`config.mk`:
```
export PLATFORM = sky130hd
export DESIGN_NAME = ftca_ctrl
export DESIGN_NICKNAME = d
export VERILOG_FILES = /design/src/design/ftca_pkg.sv /design/src/design/ftca_ctrl.sv
export SDC_FILE = /design/constraint.sdc
export NUM_CORES = 1
export LEC_CHECK = 0
export BUFFER_PORTS_ARGS = -buffer_cell sky130_fd_sc_hd__buf_2
export CAP_MARGIN = 30
export CORE_MARGIN = 2
export CORE_UTILIZATION = 44
export CTS_CLUSTER_SIZE = 30
export DETAILED_ROUTE_END_ITERATION = 6
export PLACE_DENSITY_LB_ADDON = 0.15
export SYNTH_ARGS = -nofsm -noshare
export SYNTH_HDL_FRONTEND = slang
export SYNTH_SLANG_ARGS = --single-unit
```
`constraint.sdc`:
```
create_clock -name clock -period 2 [get_ports clock]
set_input_delay 0.1 -clock clock [delete_from_list [all_inputs] [get_ports clock]]
set_output_delay 0.1 -clock clock [all_outputs]
set_load 0.02 [all_outputs]
```
`src/design/ftca_pkg.sv`:
```
// ----------------------------------------------------------------------------
// ftca_pkg
// Shared types, codes and entry helpers for the cluster allocator.
// ----------------------------------------------------------------------------
package ftca_pkg;

   localparam int IDX_W         = 12;
   localparam int TABLE_ENTRIES = 1 << IDX_W;
   localparam int LIM_W         = 13;
   localparam int ENTRY_W       = 28;
   localparam int CSR_IDX_W     = 2;

   localparam logic [31:0] MASK28        = 32'h0FFF_FFFF;
   localparam logic [31:0] MASK16        = 32'h0000_FFFF;
   localparam logic [31:0] RESV_BITS     = 32'hF000_0000;
   localparam logic [31:0] COUNT_UNKNOWN = 32'hFFFF_FFFF;

   typedef enum logic [1:0] {
      OP_READ  = 2'd0,
      OP_WRITE = 2'd1,
      OP_ALLOC = 2'd2,
      OP_FREE  = 2'd3
   } op_type;

   typedef enum logic [1:0] {
      ST_OK    = 2'd0,
      ST_FULL  = 2'd1,
      ST_RANGE = 2'd2
   } status_type;

   typedef enum logic [CSR_IDX_W-1:0] {
      CSR_FAT_IS_32      = 2'd0,
      CSR_ENTRIES_IN_USE = 2'd1,
      CSR_FSINFO_PRESENT = 2'd2,
      CSR_INIT_FREE_CNT  = 2'd3
   } csr_index_type;

   typedef enum logic [2:0] {
      WK_CLEAR = 3'd0,
      WK_VALUE = 3'd1,
      WK_ZERO  = 3'd2,
      WK_MARK  = 3'd3,
      WK_LINK  = 3'd4
   } wr_kind_type;

   typedef struct packed {
      op_type             op;
      logic [IDX_W-1:0]   cluster;
      logic [31:0]        value;
   } req_type;

   typedef struct packed {
      status_type         status;
      logic [IDX_W-1:0]   new_cluster;
      logic [ENTRY_W-1:0] entry;
   } rsp_type;

   typedef struct packed {
      logic        req_load;
      logic        rd_en;
      logic        rd_scan;
      logic        wr_en;
      wr_kind_type wr_kind;
      logic        scan_clr;
      logic        clr_step;
      logic        info_take;
      logic        info_give;
      logic        rsp_load;
      status_type  rsp_status;
   } ctrl_cmd_type;

   typedef struct packed {
      op_type op;
      logic   cl_zero;
      logic   cl_in_range;
      logic   lim_zero;
      logic   scan_hit;
      logic   scan_end;
      logic   clr_last;
      logic   rsp_busy;
   } dp_status_type;

   function automatic logic [31:0] entry_mask(input logic fat32, input logic [31:0] v);
      entry_mask = v & (fat32 ? MASK28 : MASK16);
   endfunction

   function automatic logic [31:0] entry_merge(input logic fat32, input logic [31:0] old,
                                               input logic [31:0] v);
      entry_merge = fat32 ? ((old & RESV_BITS) | (v & MASK28)) : (v & MASK16);
   endfunction

endpackage

```
`src/design/ftca_ctrl.sv`:
```
// ----------------------------------------------------------------------------
// ftca_ctrl
// Sequencer: table clearing, decode, access, first-fit scan, mark, link, response.
// ----------------------------------------------------------------------------
module ftca_ctrl (
   input  logic                   clock,
   input  logic                   reset,
   input  logic                   req_valid,
   output logic                   req_stall,
   input  ftca_pkg::dp_status_type sts,
   output ftca_pkg::ctrl_cmd_type  cmd
);
   import ftca_pkg::*;

   typedef enum logic [3:0] {
      S_CLEAR,
      S_IDLE,
      S_DECODE,
      S_ACCESS,
      S_SCAN,
      S_MARK,
      S_LINK_RD,
      S_LINK_WR,
      S_RESP
   } state_type;

   state_type  state_ff, state_in;
   status_type code_ff, code_in;

   assign req_stall = (state_ff != S_IDLE);

   always_comb begin
      state_in       = state_ff;
      code_in        = code_ff;
      cmd            = '0;
      cmd.rsp_status = code_ff;
      unique case (state_ff)
         S_CLEAR: begin
            cmd.wr_en    = 1'b1;
            cmd.wr_kind  = WK_CLEAR;
            cmd.clr_step = 1'b1;
            if (sts.clr_last) state_in = S_IDLE;
         end
         S_IDLE: begin
            cmd.req_load = req_valid;
            if (req_valid) state_in = S_DECODE;
         end
         S_DECODE: begin
            code_in = ST_OK;
            if (sts.op == OP_ALLOC) begin
               if (!sts.cl_zero && !sts.cl_in_range) begin
                  code_in  = ST_RANGE;
                  state_in = S_RESP;
               end else if (sts.lim_zero) begin
                  code_in  = ST_FULL;
                  state_in = S_RESP;
               end else begin
                  cmd.scan_clr = 1'b1;
                  state_in     = S_SCAN;
               end
            end else if (!sts.cl_in_range) begin
               code_in  = ST_RANGE;
               state_in = S_RESP;
            end else begin
               cmd.rd_en = 1'b1;
               state_in  = S_ACCESS;
            end
         end
         S_ACCESS: begin
            case (sts.op)
               OP_WRITE: begin
                  cmd.wr_en   = 1'b1;
                  cmd.wr_kind = WK_VALUE;
               end
               OP_FREE: begin
                  cmd.wr_en     = 1'b1;
                  cmd.wr_kind   = WK_ZERO;
                  cmd.info_give = 1'b1;
               end
               default: ;
            endcase
            state_in = S_RESP;
         end
         S_SCAN: begin
            if (sts.scan_hit) begin
               state_in = S_MARK;
            end else if (sts.scan_end) begin
               code_in  = ST_FULL;
               state_in = S_RESP;
            end else begin
               cmd.rd_en   = 1'b1;
               cmd.rd_scan = 1'b1;
            end
         end
         S_MARK: begin
            cmd.wr_en     = 1'b1;
            cmd.wr_kind   = WK_MARK;
            cmd.info_take = 1'b1;
            state_in      = sts.cl_zero ? S_RESP : S_LINK_RD;
         end
         S_LINK_RD: begin
            cmd.rd_en = 1'b1;
            state_in  = S_LINK_WR;
         end
         S_LINK_WR: begin
            cmd.wr_en   = 1'b1;
            cmd.wr_kind = WK_LINK;
            state_in    = S_RESP;
         end
         S_RESP: begin
            if (!sts.rsp_busy) begin
               cmd.rsp_load = 1'b1;
               state_in     = S_IDLE;
            end
         end
         default: state_in = S_IDLE;
      endcase
   end

   always_ff @(posedge clock) begin
      if (reset) begin
         state_ff <= S_CLEAR;
         code_ff  <= ST_OK;
      end else begin
         state_ff <= state_in;
         code_ff  <= code_in;
      end
   end

endmodule

```
==> impl_metrics.ini <==
[critical_path]
required_ns = 1.90
critPathBufInv = 1
critPathKind = reg -> out
cp_max_fo = 12
cp_slowest_cell = or4b_4
critical-path-max-stage-delay_ns = 0.62
reg2reg_setup_slack_ns = 0.42
reg2reg_to = state_ff[3]
critPathTopFamily = simple AND/OR/NAND/NOR gates
arrival_ns = 1.75
reg2reg_depth = 4
cp-start-kind = flip-flop
rr_startpoint = state_ff[3]
crit_path_end_kind = primary output
path_cells = or4b_4 -> nor4_4 -> buf_2

[layout]
antenna_cells = 0
area_growth_pct = 28.6
final_cell_mix = 26 x buf_2, 9 x nor2_1, 5 x a21oi_1, 5 x nand2_1, 5 x dfxtp_1
final_common_cell = buf_2
drive_gt1_frac = 0.414
nets = 113

[routing]
viasPerCell = 5.36
drt_pass1_iterations = 2
num_vias = 611
drc = 0
wirelength_um = 1370
antenna_left = 0
routedWlPerCell_um = 12.0
drt_iter0_markers = 4

[sta]
worst_pin_slew_ns = 0.425
finalSetupViolCount = 0
fin_worst_skew_ns = 0.00318
period_share = 0.923
hold_violations = 0
drv_slew = 0
timing.hold.ws_ns = 0.113
tns_ns = 0
max_freq_mhz = 541
layout_min_cycle_time_ns = 1.85
rsz0062_at_grt = no
slew_headroom = 0.716

[clock_tree]
cts_tree = done
root_buffer = clkbuf_4
clock_sinks = 6
cts_buffers = 3
cts_setup_buffers = 0
max-clock-path-buffers = 2
htreeDepth = 1
cts.reportedPaths.clkPinSlew_ns = 0.04
insertion_delay_ns = 0.24

[synth]
synthFlopType = dfxtp_1
synth_cell_type_count = 34
synth.ff_latch_count = 6
syn_inst = 72
ys_warn_count = 0
async_reset_ff_frac = 0
syn_area_um2 = 578
syn_nets = 84
yosysSeqAreaShare = 0.208
synth_edf_count = 0
synth.avg_cell_area_um2 = 8.03

[run]
maxCapViolations = 0

[min_path]
hp-start = reset
min_path_type = in -> reg
worstHoldEndpoint = state_ff[0]
holdPathStages = 2

[global_route]
grt-ovfl-total = 0
grt_max_degree = 15
grt_pass1_vias = 489
antenna_found_initial = 0
grt.total_usage = 0.194
grt_pass1_wl_um = 2130

[floorplanning]
io_pins = 27
initial_utilization = 0.456
coreArea_mm2 = 0.00127
chipHeight_um = 40.2
die_x_um = 40.2
dieArea_mm2 = 0.00162
rows = 13

[pwr]
peakVddDrop_v = 0.000306
power_density_mw_per_mm2 = 432
leakagePower_nw = 0.361

[place]
dpl.hpwl_um = 1100
port_buffers = 26
gp_congestion = 0.797

[status]
status = finished clean
Yosys cell counts (all sizes together) (2+ instances only):
cell type	instances	area, um^2
a2111oi	2	30.0
a211oi	2	15.0
a21o	2	15.0
a21oi	5	25.0
buf	2	10.0
dfxtp	6	120
inv	4	15.0
nand2	5	18.8
nand2b	3	18.8
nor2	9	33.8
nor2b	4	27.5
nor3	3	15.0
nor4	3	33.8
nor4bb	3	30.0
o21ai	3	15.0
or2	2	12.5
cells by family after synthesis:
family          count (synthesis)  synth area share
buf+inv                         8            0.0649
simple gates                   38             0.452
flops                           6             0.208
compound gates                 20             0.275
final cells by class:
type	instances	area, um^2
inverter	4	15.0
tap	15	18.8
fill	135	526
sequential	6	121
multi-input combinational	58	420
clock buffer	3	22.5
timing repair buffer	28	145
registers in the layout, indices dropped and copies added, names as in the netlist:
name	count
code_ff	2
state_ff	4
metal layers:
| layer | up-vias | wire length, um | track usage |
|---|---|---|---|
| met5 | - | 0 | 0 |
| met4 | 0 | 0 | 0.0750 |
| met3 | 0 | 64 | 0.0389 |
| met2 | 14 | 626 | 0.302 |
| met1 | 269 | 681 | 0.262 |
| li1 | 328 | - | - |
power by group:
group	internal, mW	total (mW)	switching (mW)
logic	0.0375	0.0850	0.0475
clock network	0.0674	0.105	0.0373
registers	0.123	0.131	0.00783
total	0.228	0.321	0.0926
through the flow:
step | total power, mW | utilization | cell area (um^2) | cells | setup WS (ns)
final | 0.321 | 0.586 | 743 | 114 | 0.153
after global routing | 0.339 | 0.586 | 743 | 114 | 0.0819
after CTS | 0.328 | 0.585 | 742 | 114 | 0.0620
after detailed placement | 0.218 | 0.567 | 719 | 111 | 0.334
after global placement | 0.218 | 0.567 | 719 | 111 | 0.351
after floorplan | 0.184 | - | 578 | 72 | 0.429
how the worst max path moves through the flow:
stage,start,cells past startpoint,slack [ns],endpoint
floorplan,state_ff[2],3,0.43,cmd[2]
detailed placement,state_ff[1],3,0.33,cmd[6]
finish,state_ff[3],3,0.15,cmd[6]
global route,state_ff[3],3,0.08,cmd[6]
global placement,state_ff[1],3,0.35,cmd[6]
CTS,state_ff[1],3,0.06,cmd[6]
repair_timing:
action                     4_1_cts  5_1_grt
setup endpoints to repair        0        1
resized for setup                0        1
hold buffers                     0        0
(Power assumes the default switching activity.)
